**src/hdl/dhpc_pkg.sv**
```systemverilog
package dhpc_pkg;

   localparam logic [6:0] MOD_STEPS   = 7'd100;
   localparam logic [6:0] DUTY_MAX    = 7'd100;
   localparam logic [9:0] ERR_LIMIT   = 10'd10;
   localparam logic [3:0] SAMPLE_LAST = 4'd8;

   localparam logic [6:0]  POWER_BASE_RESET   = 7'd0;
   localparam logic [15:0] TICKS_PER_SEC_RESET = 16'd1000;
   localparam logic [7:0]  DOOR_BLOCK_RESET   = 8'd120;
   localparam logic [7:0]  DOOR_REARM_RESET   = 8'd240;

   localparam int CSR_DATA_W = 16;

   typedef enum logic [1:0] {
      REG_POWER_BASE    = 2'd0,
      REG_TICKS_PER_SEC = 2'd1,
      REG_DOOR_BLOCK    = 2'd2,
      REG_DOOR_REARM    = 2'd3
   } csr_index_type;

   typedef struct packed {
      logic       start_top;
      logic       start_bot;
      logic       service_mode;
      logic       door_top_open;
      logic       door_bot_open;
      logic [9:0] top_temp;
      logic [9:0] top_error;
      logic [9:0] top_setpoint;
      logic [9:0] bot_temp;
      logic [9:0] bot_error;
      logic [9:0] bot_setpoint;
   } req_item_type;

   typedef struct packed {
      logic       top_heater_on;
      logic       bot_heater_on;
      logic [6:0] top_duty;
      logic [6:0] bot_duty;
      logic       top_door_block;
      logic       bot_door_block;
   } rsp_item_type;

   typedef struct packed {
      logic [6:0] power_base;
      logic [7:0] door_block_seconds;
      logic [7:0] door_rearm_seconds;
   } zone_cfg_type;

   typedef struct packed {
      logic step;
      logic second;
      logic sample;
   } zone_ctrl_type;

   typedef struct packed {
      logic       start;
      logic       service;
      logic       door_open;
      logic [9:0] temp;
      logic [9:0] error;
      logic [9:0] setpoint;
   } zone_in_type;

   typedef struct packed {
      logic       heater_on;
      logic [6:0] duty;
      logic       door_block;
   } zone_out_type;

endpackage

```
**src/hdl/dhpc_if.sv**
```systemverilog
interface dhpc_req_if;
   logic                  valid;
   logic                  ready;
   dhpc_pkg::req_item_type data;

   modport source (output valid, output data, input ready);
   modport sink   (input valid, input data, output ready);
endinterface

interface dhpc_rsp_if;
   logic                  valid;
   logic                  ready;
   dhpc_pkg::rsp_item_type data;

   modport source (output valid, output data, input ready);
   modport sink   (input valid, input data, output ready);
endinterface

```
**src/hdl/dhpc_timebase.sv**
```systemverilog
module dhpc_timebase (
   input  logic                    clock,
   input  logic                    reset,
   input  logic                    step,
   input  logic [15:0]             ticks_per_second,
   output dhpc_pkg::zone_ctrl_type ctrl
);
   import dhpc_pkg::*;

   logic [15:0] tick_ff, tick_in;
   logic [3:0]  sample_ff, sample_in;
   logic        second;
   logic        sample;

   always_comb begin
      second    = (tick_ff >= ticks_per_second);
      sample    = second && (sample_ff >= SAMPLE_LAST);
      tick_in   = second ? 16'd0 : tick_ff + 16'd1;
      sample_in = sample_ff;
      if (sample) begin
         sample_in = 4'd0;
      end else if (second) begin
         sample_in = sample_ff + 4'd1;
      end
      ctrl.step   = step;
      ctrl.second = step && second;
      ctrl.sample = step && sample;
   end

   always_ff @(posedge clock) begin
      if (reset) begin
         tick_ff   <= 16'd0;
         sample_ff <= 4'd0;
      end else if (step) begin
         tick_ff   <= tick_in;
         sample_ff <= sample_in;
      end
   end

endmodule

```
**src/hdl/dhpc_zone.sv**
```systemverilog
module dhpc_zone (
   input  logic                    clock,
   input  logic                    reset,
   input  dhpc_pkg::zone_ctrl_type ctrl,
   input  dhpc_pkg::zone_cfg_type  cfg,
   input  dhpc_pkg::zone_in_type   zin,
   output dhpc_pkg::zone_out_type  zout
);
   import dhpc_pkg::*;

   logic [6:0] mod_count_ff, mod_count_in;
   logic       pin_ff, pin_in;
   logic [8:0] door_secs_ff, door_secs_in;
   logic       block_ff, block_in;
   logic [9:0] prev_temp_ff, prev_temp_in;
   logic [6:0] duty_ff, duty_in;
   logic [6:0] accrual_ff, accrual_in;

   logic [6:0] mod_step;
   logic [6:0] accrual_mid;
   logic [8:0] door_inc;
   logic [7:0] acc_sum;
   logic [7:0] err_sq;
   logic [7:0] duty_sum;

   always_comb begin
      // The counter runs 100 down to 1; zero or one reloads the top value.
      mod_step = (mod_count_ff <= 7'd1) ? MOD_STEPS : mod_count_ff - 7'd1;
      if (zin.start && !block_ff) begin
         mod_count_in = mod_step;
         // count < duty - base, written without a signed difference.
         pin_in       = ({1'b0, mod_step} + {1'b0, cfg.power_base}) < {1'b0, duty_ff};
         accrual_mid  = accrual_ff;
      end else begin
         mod_count_in = 7'd0;
         pin_in       = zin.service ? pin_ff : 1'b0;
         accrual_mid  = 7'd0;
      end

      door_inc     = door_secs_ff + 9'd1;
      door_secs_in = door_secs_ff;
      block_in     = block_ff;
      if (ctrl.second) begin
         if (zin.door_open) begin
            block_in     = door_inc > {1'b0, cfg.door_block_seconds};
            door_secs_in = (door_inc > {1'b0, cfg.door_rearm_seconds}) ? 9'd0 : door_inc;
         end else begin
            block_in     = 1'b0;
            door_secs_in = 9'd0;
         end
      end

      // The error is at most ten on the accrual path, so four bits carry it.
      acc_sum      = {1'b0, accrual_mid} + {4'd0, zin.error[3:0]};
      err_sq       = {4'd0, zin.error[3:0]} * {4'd0, zin.error[3:0]};
      accrual_in   = accrual_mid;
      duty_in      = duty_ff;
      prev_temp_in = prev_temp_ff;
      if (ctrl.sample) begin
         prev_temp_in = zin.temp;
         if ((zin.temp < prev_temp_ff) || (zin.error > ERR_LIMIT)) begin
            if (zin.temp <= zin.setpoint) begin
               duty_in = DUTY_MAX;
            end
         end else begin
            if (zin.temp > prev_temp_ff) begin
               accrual_in = 7'd0;
            end else begin
               accrual_in = (acc_sum > {1'b0, DUTY_MAX}) ? DUTY_MAX : acc_sum[6:0];
            end
         end
      end
      duty_sum = err_sq + {1'b0, accrual_in};
      if (ctrl.sample && !((zin.temp < prev_temp_ff) || (zin.error > ERR_LIMIT))) begin
         duty_in = (duty_sum > {1'b0, DUTY_MAX}) ? DUTY_MAX : duty_sum[6:0];
      end

      zout.heater_on  = pin_in;
      zout.duty       = duty_in;
      zout.door_block = block_in;
   end

   always_ff @(posedge clock) begin
      if (reset) begin
         mod_count_ff <= 7'd0;
         pin_ff       <= 1'b0;
         door_secs_ff <= 9'd0;
         block_ff     <= 1'b0;
         prev_temp_ff <= 10'd0;
         duty_ff      <= 7'd0;
         accrual_ff   <= 7'd0;
      end else if (ctrl.step) begin
         mod_count_ff <= mod_count_in;
         pin_ff       <= pin_in;
         door_secs_ff <= door_secs_in;
         block_ff     <= block_in;
         prev_temp_ff <= prev_temp_in;
         duty_ff      <= duty_in;
         accrual_ff   <= accrual_in;
      end
   end

endmodule

```
**src/hdl/dual_heater_pwm_controller.sv**
```systemverilog
// Each item is held in the input register, its result in the result register.
// Throughput: one item per cycle while results are taken; each register holds one
// item, so while a result waits one more item can still enter.
// Reset (synchronous, active high) clears all zone state, the tick and sample
// counters, and loads the register defaults; no clearing pass is needed.
module dual_heater_pwm_controller (
   input  logic                             clock,
   input  logic                             reset,
   dhpc_req_if.sink                         req_chan,
   dhpc_rsp_if.source                       rsp_chan,
   input  logic                             csr_write,
   input  dhpc_pkg::csr_index_type          csr_index,
   input  logic [dhpc_pkg::CSR_DATA_W-1:0]  csr_wdata
);
   import dhpc_pkg::*;

   logic [6:0]  power_base_ff;
   logic [15:0] ticks_per_sec_ff;
   logic [7:0]  door_block_ff;
   logic [7:0]  door_rearm_ff;

   logic         in_valid_ff;
   req_item_type in_item_ff;
   logic         out_valid_ff;
   rsp_item_type out_item_ff;
   rsp_item_type out_item_in;

   logic          advance;
   zone_ctrl_type ctrl;
   zone_cfg_type  cfg;
   zone_in_type   top_in, bot_in;
   zone_out_type  top_out, bot_out;

   always_ff @(posedge clock) begin
      if (reset) begin
         power_base_ff    <= POWER_BASE_RESET;
         ticks_per_sec_ff <= TICKS_PER_SEC_RESET;
         door_block_ff    <= DOOR_BLOCK_RESET;
         door_rearm_ff    <= DOOR_REARM_RESET;
      end else if (csr_write) begin
         unique case (csr_index)
            REG_POWER_BASE:    power_base_ff    <= csr_wdata[6:0];
            REG_TICKS_PER_SEC: ticks_per_sec_ff <= csr_wdata[15:0];
            REG_DOOR_BLOCK:    door_block_ff    <= csr_wdata[7:0];
            REG_DOOR_REARM:    door_rearm_ff    <= csr_wdata[7:0];
         endcase
      end
   end

   // The held item is processed whenever the result register is free or drains.
   assign advance        = in_valid_ff && (!out_valid_ff || rsp_chan.ready);
   assign req_chan.ready = !in_valid_ff || advance;

   always_ff @(posedge clock) begin
      if (reset) begin
         in_valid_ff  <= 1'b0;
         out_valid_ff <= 1'b0;
      end else begin
         if (req_chan.ready) begin
            in_valid_ff <= req_chan.valid;
         end
         if (advance) begin
            out_valid_ff <= 1'b1;
         end else if (rsp_chan.ready) begin
            out_valid_ff <= 1'b0;
         end
      end
   end

   always_ff @(posedge clock) begin
      if (req_chan.ready && req_chan.valid) begin
         in_item_ff <= req_chan.data;
      end
      if (advance) begin
         out_item_ff <= out_item_in;
      end
   end

   always_comb begin
      cfg.power_base         = power_base_ff;
      cfg.door_block_seconds = door_block_ff;
      cfg.door_rearm_seconds = door_rearm_ff;

      top_in.start     = in_item_ff.start_top;
      top_in.service   = in_item_ff.service_mode;
      top_in.door_open = in_item_ff.door_top_open;
      top_in.temp      = in_item_ff.top_temp;
      top_in.error     = in_item_ff.top_error;
      top_in.setpoint  = in_item_ff.top_setpoint;

      bot_in.start     = in_item_ff.start_bot;
      bot_in.service   = in_item_ff.service_mode;
      bot_in.door_open = in_item_ff.door_bot_open;
      bot_in.temp      = in_item_ff.bot_temp;
      bot_in.error     = in_item_ff.bot_error;
      bot_in.setpoint  = in_item_ff.bot_setpoint;

      out_item_in.top_heater_on  = top_out.heater_on;
      out_item_in.bot_heater_on  = bot_out.heater_on;
      out_item_in.top_duty       = top_out.duty;
      out_item_in.bot_duty       = bot_out.duty;
      out_item_in.top_door_block = top_out.door_block;
      out_item_in.bot_door_block = bot_out.door_block;
   end

   dhpc_timebase u_timebase (
      .clock            (clock),
      .reset            (reset),
      .step             (advance),
      .ticks_per_second (ticks_per_sec_ff),
      .ctrl             (ctrl)
   );

   dhpc_zone u_top_zone (
      .clock (clock),
      .reset (reset),
      .ctrl  (ctrl),
      .cfg   (cfg),
      .zin   (top_in),
      .zout  (top_out)
   );

   dhpc_zone u_bot_zone (
      .clock (clock),
      .reset (reset),
      .ctrl  (ctrl),
      .cfg   (cfg),
      .zin   (bot_in),
      .zout  (bot_out)
   );

   assign rsp_chan.valid = out_valid_ff;
   assign rsp_chan.data  = out_item_ff;

endmodule
```
**src/flat_wrapper.sv**
```systemverilog
// flat-port wrapper written by rule: the top's interface ports become plain ports
module dual_heater_pwm_controller_flat import dhpc_pkg::*;
  (clock, reset, csr_write, csr_index, csr_wdata, req_chan_valid, req_chan_data, req_chan_ready, rsp_chan_valid, rsp_chan_data, rsp_chan_ready);
  dhpc_req_if req_chan_i ();
  dhpc_rsp_if rsp_chan_i ();
  input  logic clock;
  input  logic reset;
  input  logic csr_write;
  input  dhpc_pkg::csr_index_type csr_index;
  input  logic [dhpc_pkg::CSR_DATA_W-1:0] csr_wdata;
  input wire logic [$bits(req_chan_i.valid)-1:0] req_chan_valid;
  input wire logic [$bits(req_chan_i.data)-1:0] req_chan_data;
  output wire logic [$bits(req_chan_i.ready)-1:0] req_chan_ready;
  output wire logic [$bits(rsp_chan_i.valid)-1:0] rsp_chan_valid;
  output wire logic [$bits(rsp_chan_i.data)-1:0] rsp_chan_data;
  input wire logic [$bits(rsp_chan_i.ready)-1:0] rsp_chan_ready;
  assign req_chan_i.valid = req_chan_valid;
  assign req_chan_i.data = req_chan_data;
  assign req_chan_ready = req_chan_i.ready;
  assign rsp_chan_valid = rsp_chan_i.valid;
  assign rsp_chan_data = rsp_chan_i.data;
  assign rsp_chan_i.ready = rsp_chan_ready;
  dual_heater_pwm_controller u_core (.clock(clock), .reset(reset), .req_chan(req_chan_i), .rsp_chan(rsp_chan_i), .csr_write(csr_write), .csr_index(csr_index), .csr_wdata(csr_wdata));
endmodule
```
**config.mk**
```make
export PLATFORM = sky130hd
export DESIGN_NAME = dual_heater_pwm_controller_flat
export DESIGN_NICKNAME = d
export VERILOG_FILES = /design/src/hdl/dhpc_pkg.sv /design/src/hdl/dhpc_if.sv /design/src/hdl/dhpc_timebase.sv /design/src/hdl/dhpc_zone.sv /design/src/hdl/dual_heater_pwm_controller.sv /design/src/flat_wrapper.sv
export SDC_FILE = /design/constraint.sdc
export NUM_CORES = 1
export LEC_CHECK = 0
export BUFFER_PORTS_ARGS = -buffer_cell sky130_fd_sc_hd__buf_2
export CORE_ASPECT_RATIO = 0.8
export CORE_UTILIZATION = 45
export DETAILED_ROUTE_END_ITERATION = 10
export PLACE_DENSITY = 0.73
export SYNTH_ARGS = -nofsm -noshare
export SYNTH_HDL_FRONTEND = slang
export SYNTH_SLANG_ARGS = --single-unit
```
**constraint.sdc**
```tcl
create_clock -name clock -period 15.7 [get_ports clock]
set_clock_uncertainty 0.2 [all_clocks]
set_input_delay 2.355 -clock clock [delete_from_list [all_inputs] [get_ports clock]]
set_output_delay 2.355 -clock clock [all_outputs]
set_load 0.005 [all_outputs]
```
# Word level (Yosys, flattened, before mapping)
# Cells that the tools add are included.
[word_totals] ff_bits=228 in_bits=88 out_inout_bits=20 word_cells=148
[op_classes] addsub=12 mul=2 n_lt_le_gt_ge=22 n_eq_ne=3 muxes=41 reduce_logical=29
[op_table] cell="$mux W7" count=24
[op_table] cell="$gt A9 B8 Y1" count=4
[op_table] cell="$mux W9" count=4
[op_table] cell="$gt A8 B7 Y1 const B" count=4
[op_table] cell="$gt A10 B10 Y1" count=2
[op_table] cell="$gt A10 B4 Y1 const B" count=2
[op_table] cell="$le A10 B10 Y1" count=2
[op_table] cell="$lt A10 B10 Y1" count=2
[op_table] cell="$add A9 B1 Y9 const B" count=2
[op_table] cell="$add A16 B1 Y16 const B" count=1
[op_table] cell="$add A7 B4 Y8" count=2
[op_table] cell="$add A7 B7 Y8" count=2
[op_table] cell="$add A8 B7 Y8" count=2
[op_table] cell="$ge A16 B16 Y1" count=1
[op_table] cell="$lt A8 B7 Y1" count=2
[op_table] cell="$mul A4 B4 Y8" count=2
[op_table] cell="$mux W16" count=1
[op_table] cell="$le A7 B1 Y1 const B" count=2
[op_table] cell="$reduce_and A2 Y1" count=7
[op_table] cell="$sub A7 B1 Y7 const B" count=2
[op_table] cell="$mux W1" count=10
[op_table] cell="$logic_and A1 B1 Y1" count=9
[op_table] cell="$mux W4" count=2
[op_table] cell="$logic_not A1 Y1" count=6
[op_table] cell="7 further kinds" count=12

# Longest topological paths before layout
[logic_depth] word_depth=13 ltp_mapped=22 mapped_depth_nobuf=21

# Hierarchy
# From an unflattened synthesis, not the netlist that was laid out.
[unflattened] cells_unflattened=1446 hier_area_um2=13710.6
[modules_own_cells] module="dual_heater_pwm_controller" instances=1 cells_each=248 area_each_um2=4176.5 seq_area_each_um2=3313.2
[modules_own_cells] module="dhpc_zone (u_core.u_top_zone)" instances=1 cells_each=521 area_each_um2=4102.7 seq_area_each_um2=840.8
[modules_own_cells] module="dhpc_zone (u_core.u_bot_zone)" instances=1 cells_each=513 area_each_um2=3993.8 seq_area_each_um2=840.8
[modules_own_cells] module="dhpc_timebase" instances=1 cells_each=164 area_each_um2=1437.6 seq_area_each_um2=400.4

# Worst setup path before layout
# No wires, ideal clock.
[synth_path] kind="in2reg" from="input port rsp_chan_ready" to="register u_core.out_item_ff, in the netlist u_core.rsp_chan.data[4] (data pin)" arrival_time_ns=5.629 slack_ns=9.598 path_stages=16 n_path_buf=0 path_cell_list="nor2b_1 > nand2b_1 > clkinv_1 > o2111ai_1 > nor3_2 > o2111ai_1 > and2_1 > fa_1 > inv_1 > ha_1 > a21oi_1 > o21ai_0 > xnor2_1 > nor3_1 > nor4_2 > a21oi_1"
[synth_lines] item="from (decl)" line_no="flat_wrapper.sv:16" text="input wire logic [$bits(rsp_chan_i.ready)-1:0] rsp_chan_ready;"
[synth_lines] item="to (signal assigned)" line_no="dual_heater_pwm_controller.sv:75" text="out_item_ff <= out_item_in;"
[synth_lines] item="to (decl)" line_no="dual_heater_pwm_controller.sv:25" text="rsp_item_type out_item_ff;"

# Final worst setup path
[layout_path] from="input port rsp_chan_ready" to="register u_core.u_top_zone.duty_ff[0]"
[layout_via] elab_chain_len=8 elab_cells_between_ends=10
[layout_lines] item="$logic_or A1 B1 Y1 *" line_no="dual_heater_pwm_controller.sv:51" text="assign advance = in_valid_ff && (!out_valid_ff || rsp_chan.ready);"
[layout_lines] item="$logic_and A1 B1 Y1 *" line_no="dual_heater_pwm_controller.sv:51"
[layout_lines] item="$logic_and A1 B1 Y1" line_no="dhpc_timebase.sv:27" text="ctrl.sample = step && sample;"
[layout_lines] item="$mux W7" line_no="dhpc_zone.sv:59" text="if (ctrl.sample) begin"
[layout_lines] item="$add A8 B7 Y8" line_no="dhpc_zone.sv:73" text="duty_sum = err_sq + {1'b0, accrual_in};"
[layout_lines] item="$gt A8 B7 Y1" line_no="dhpc_zone.sv:75" text="duty_in = (duty_sum > {1'b0, DUTY_MAX}) ? DUTY_MAX : duty_sum[6:0];"
[layout_lines] item="$mux W7" line_no="dhpc_zone.sv:75"
[layout_lines] item="$mux W7" line_no="dhpc_zone.sv:74" text="if (ctrl.sample && !((zin.temp < prev_temp_ff) || (zin.error > ERR_LIMIT))) begin"
[layout_lines] item="to (signal assigned)" line_no="dhpc_zone.sv:98" text="duty_ff <= duty_in;"
[layout_lines] item="to (decl)" line_no="dhpc_zone.sv:16" text="logic [6:0] duty_ff, duty_in;"
# Mark *: on every way between the ends. The rest lies on a longest branch, timed or not.
# A chain may end at the register's enable or synchronous reset.

==> impl_metrics.csv <==
group,metric,value,unit
placed_design,place_hpwl,21.8,mm
critical_path,path_delay_family,"simple AND/OR/NAND/NOR gates",
floorplanning,die_w,193,um
global_route,first_global_vias,10000,
synth,synth_cell_types,66,
synth,synth_common_cells,"nand2_1 (170), ha_1 (150), dfxtp_1 (145), nor2_1 (123), a21oi_1 (122)",
cells_and_area,layout-drive-gt1-share,10.7,%
critical_path,required,15940,ps
clock_tree,cts_resized,0,
timing,setup_ws,9290,ps
worst_hold_path,hp-start,"u_core.u_bot_zone.prev_temp_ff[9]$_SDFFE_PP0P_",
timing,max_freq,0.156,GHz
critical_path,critPathKind,"in2reg",
floorplanning,die_h,155,um
critical_path,crit_fanout,42,
routing,ant_nets,0,
clock_tree,clk_pin_slew,60,ps
floorplanning,start_util,46.1,%
synth,yosys_warnings,0,
synth,ys_seq_area_share,41.1,%
critical_path,arrival,6650,ps
routing,drc_errors,4,
synth,synth_cells,1437,
timing,tightest_slew,1130,ps
clock_tree,cts_hold_buf,0,
worst_hold_path,hold_class,"reg2reg",
routing,drt_iter0_markers,716,
placed_design,dp_slack,8780,ps
critical_path,crit_chain,"buf_2, nor2b_1, nand2b_1, buf_4, clkinv_1, buf_4, o211ai_1, o21bai_1, a21boi_0, and2_1, fa_1, inv_1, ha_1, a21oi_1, o21ai_0, o211a_1, nor4_1, nand3_1, a21oi_1",
synth,synth.top_cells.by_area,"dfxtp_1 (22%), edfxtp_1 (19%), ha_1 (14%)",
clock_tree,cts.sink_count,228,
run_status,status,"finished with violations",
critical_path,end_kind,"flop",
global_route,grt_antenna_before_repair,1,
critical_path,max_stage_delay,590,ps
timing,setup_viol,0,
critical_path,critPathBufInv,5,
clock_tree,cts_max_level,1,
timing,slew_violations,0,
floorplanning,die-area,29900,um^2
clock_tree,cts_made_buffers,25,
cells_and_area,fill_cells,2651,
critical_path,reg2reg_depth,19,
critical_path,rrSetupSlack,9970,ps
critical_path,r2r_start,"u_core.bot_in[32]$_DFFE_PP_",
routing,routed_wl,29.3,mm
synth,syn_nets,1684,
synth,synth_top_area_share,22.1,%
floorplanning,io_pins,108,
power_and_ir_drop,irDropWorstVdd,0.0840,mV
cells_and_area,area_delta_synth_final,13.0,%
clock_tree,cts.path.max_buffers,3,
timing,hold_violations,0,
worst_hold_path,whs_path_depth,2,
cells_and_area,layout.nets,1788,
cells_and_area,regArea,5400,um^2
routing,dr.pass1.iters,8,
clock_tree,postCtsSetupBuffers,0,
timing,min_period,6410,ps
synth,synth_flop_cell,"dfxtp_1",
routing,wire_per_inst,15.2,um
routing,num_vias,10600,
placed_design,place_congestion,0.918,
synth,synthArstFlopShare,0,%
clock_tree,clock_latency,520,ps
floorplanning,row_count,55,
floorplanning,core,28500,um^2
routing,vias_per_cell,5.49,
synth,postSynthAreaPerCell,9.14,um^2
timing,relSlewSlack,24.3,%
critical_path,start_kind,"primary input",
run,maxCapViolCount,0,
power_and_ir_drop,leakage,0.00633,uW
critical_path,r2r-end,"u_core.u_bot_zone.duty_ff[0]$_SDFFE_PP0P_",
worst_hold_path,min_to,"u_core.u_bot_zone.prev_temp_ff[9]$_SDFFE_PP0P_",
timing,tns,0,ps
synth,yosys.area.top_type,"dfxtp_1",
placed_design,io_buffers,107,
run_status,violations,"DRC",
cells_and_area,multi_input_area,7150,um^2
power_and_ir_drop,power_density,92.6,nW/um^2
global_route,overflow,0,
synth,synth_most_common_cell,"nand2_1",
global_route,track_usage,19.9,%
synth,synth_edf_count,83,
cells_and_area,utilization,52.1,%
timing,rsz0062_at_grt,"false",
synth,ys_ff_latch,228,
timing,period_share,40.8,%
clock_tree,cts_tree,"yes",
global_route,grt_pass1_wl,48.3,mm
global_route,grt_max_degree,86,
synth,synth_area,13100,um^2
clock_tree,clock-root-buffer,"clkbuf_16",
critical_path,cpMaxStageDelayCell,"nor4_1",
through the flow:
stage          instance area [um^2]  hold WS [ps]  power (uW)  instances
4_1_cts                       14900           255        1390       1928
2_1_floorplan                 13100           229         771       1437
3_3_place_gp                  14100           242         816       1884
6_report                      14900           254        1380       1929
5_1_grt                       14900           273        1440       1928
3_5_place_dp                  14100           247         821       1884
registers in the layout (all words and copies together) (netlist names), 4 cells and up:
name	count
u_core.bot_in	33
u_core.in_item_ff	32
u_core.rsp_chan.data	18
u_core.ticks_per_sec_ff	16
u_core.u_timebase.tick_ff	16
u_core.u_bot_zone.prev_temp_ff	10
u_core.u_top_zone.prev_temp_ff	10
u_core.u_bot_zone.door_secs_ff	9
u_core.u_top_zone.door_secs_ff	9
u_core.door_block_ff	8
u_core.door_rearm_ff	8
u_core.power_base_ff	7
u_core.u_bot_zone.accrual_ff	7
u_core.u_bot_zone.duty_ff	7
u_core.u_bot_zone.mod_count_ff	7
u_core.u_top_zone.accrual_ff	7
u_core.u_top_zone.duty_ff	7
u_core.u_top_zone.mod_count_ff	7
u_core.u_timebase.sample_ff	4
worst max path at each step:
stage,start,endpoint,cells after the start
final,rsp_chan_ready,u_core.u_top_zone.duty_ff[0]$_SDFFE_PP0P_,19
after global routing,rsp_chan_ready,u_core.u_bot_zone.duty_ff[4]$_SDFFE_PP0P_,20
after global placement,rsp_chan_ready,u_core.rsp_chan.data[4]$_DFFE_PP_,19
after detailed placement,rsp_chan_ready,u_core.u_top_zone.duty_ff[0]$_SDFFE_PP0P_,19
after CTS,rsp_chan_ready,u_core.u_top_zone.duty_ff[0]$_SDFFE_PP0P_,19
after floorplan,rsp_chan_ready,u_core.rsp_chan.data[4]$_DFFE_PP_,16
power breakdown:
group / switching, uW / internal, uW
sequential: 15.3 / 634
combinational: 92.4 / 68.0
clock: 232 / 333
cell type report:
cell class	count	area share, %
timing repair buffer	115	4.03
multi-input combinational	1049	48.2
tap	370	3.12
antenna	1	0.0168
clock buffer	32	4.52
clock inverter	12	0.750
sequential	228	36.3
inverter	122	3.08
cell usage in the layout (no fill, tap or decap), drive strengths merged, types with 24 or more instances in the layout:
cell / instances
a21o: 29
a21oi: 123
buf: 115
clkbuf: 32
dfxtp: 145
edfxtp: 83
ha: 150
inv: 121
nand2: 170
nand3: 39
nor2: 123
o21ai: 45
xnor2: 33
xor2: 24
worst register-to-register path: stages (launching register included):
cell and delay, ps:
edfxtp_1 370, nor2b_1 520, and2_1 260, ha_1 260, a211oi_1 390, nor2_1 160, or4_1 520, nand3_1 110
a21oi_1 100, nor3b_1 160, a21o_1 180, fa_1 480, ha_1 350, a31oi_1 230, o21ai_0 170, xnor2_1 250
nor3_1 110, nor4_2 510, a22o_1 230, nor2b_1 130
cell families after synthesis:
family	count (synthesis)	share of synthesized area, %
compound gates	320	15.7
flops	228	41.1
buf+inv	160	4.58
xor+xnor	57	3.80
mux	12	0.914
simple gates	501	18.3
fa+ha+maj	159	15.7
routing by layer:
layer  vias up  part of all wire (%)  track usage, %  routed length [um]
li1       5303                     -               -                   -
met1      4911                    49            28.8               14300
met4         0                   2.0            5.17                 573
met3        53                   6.0            3.36                1760
met2       325                    43            30.6               12700
met5         -                     0               0                   0
(Power assumes the default switching activity.)
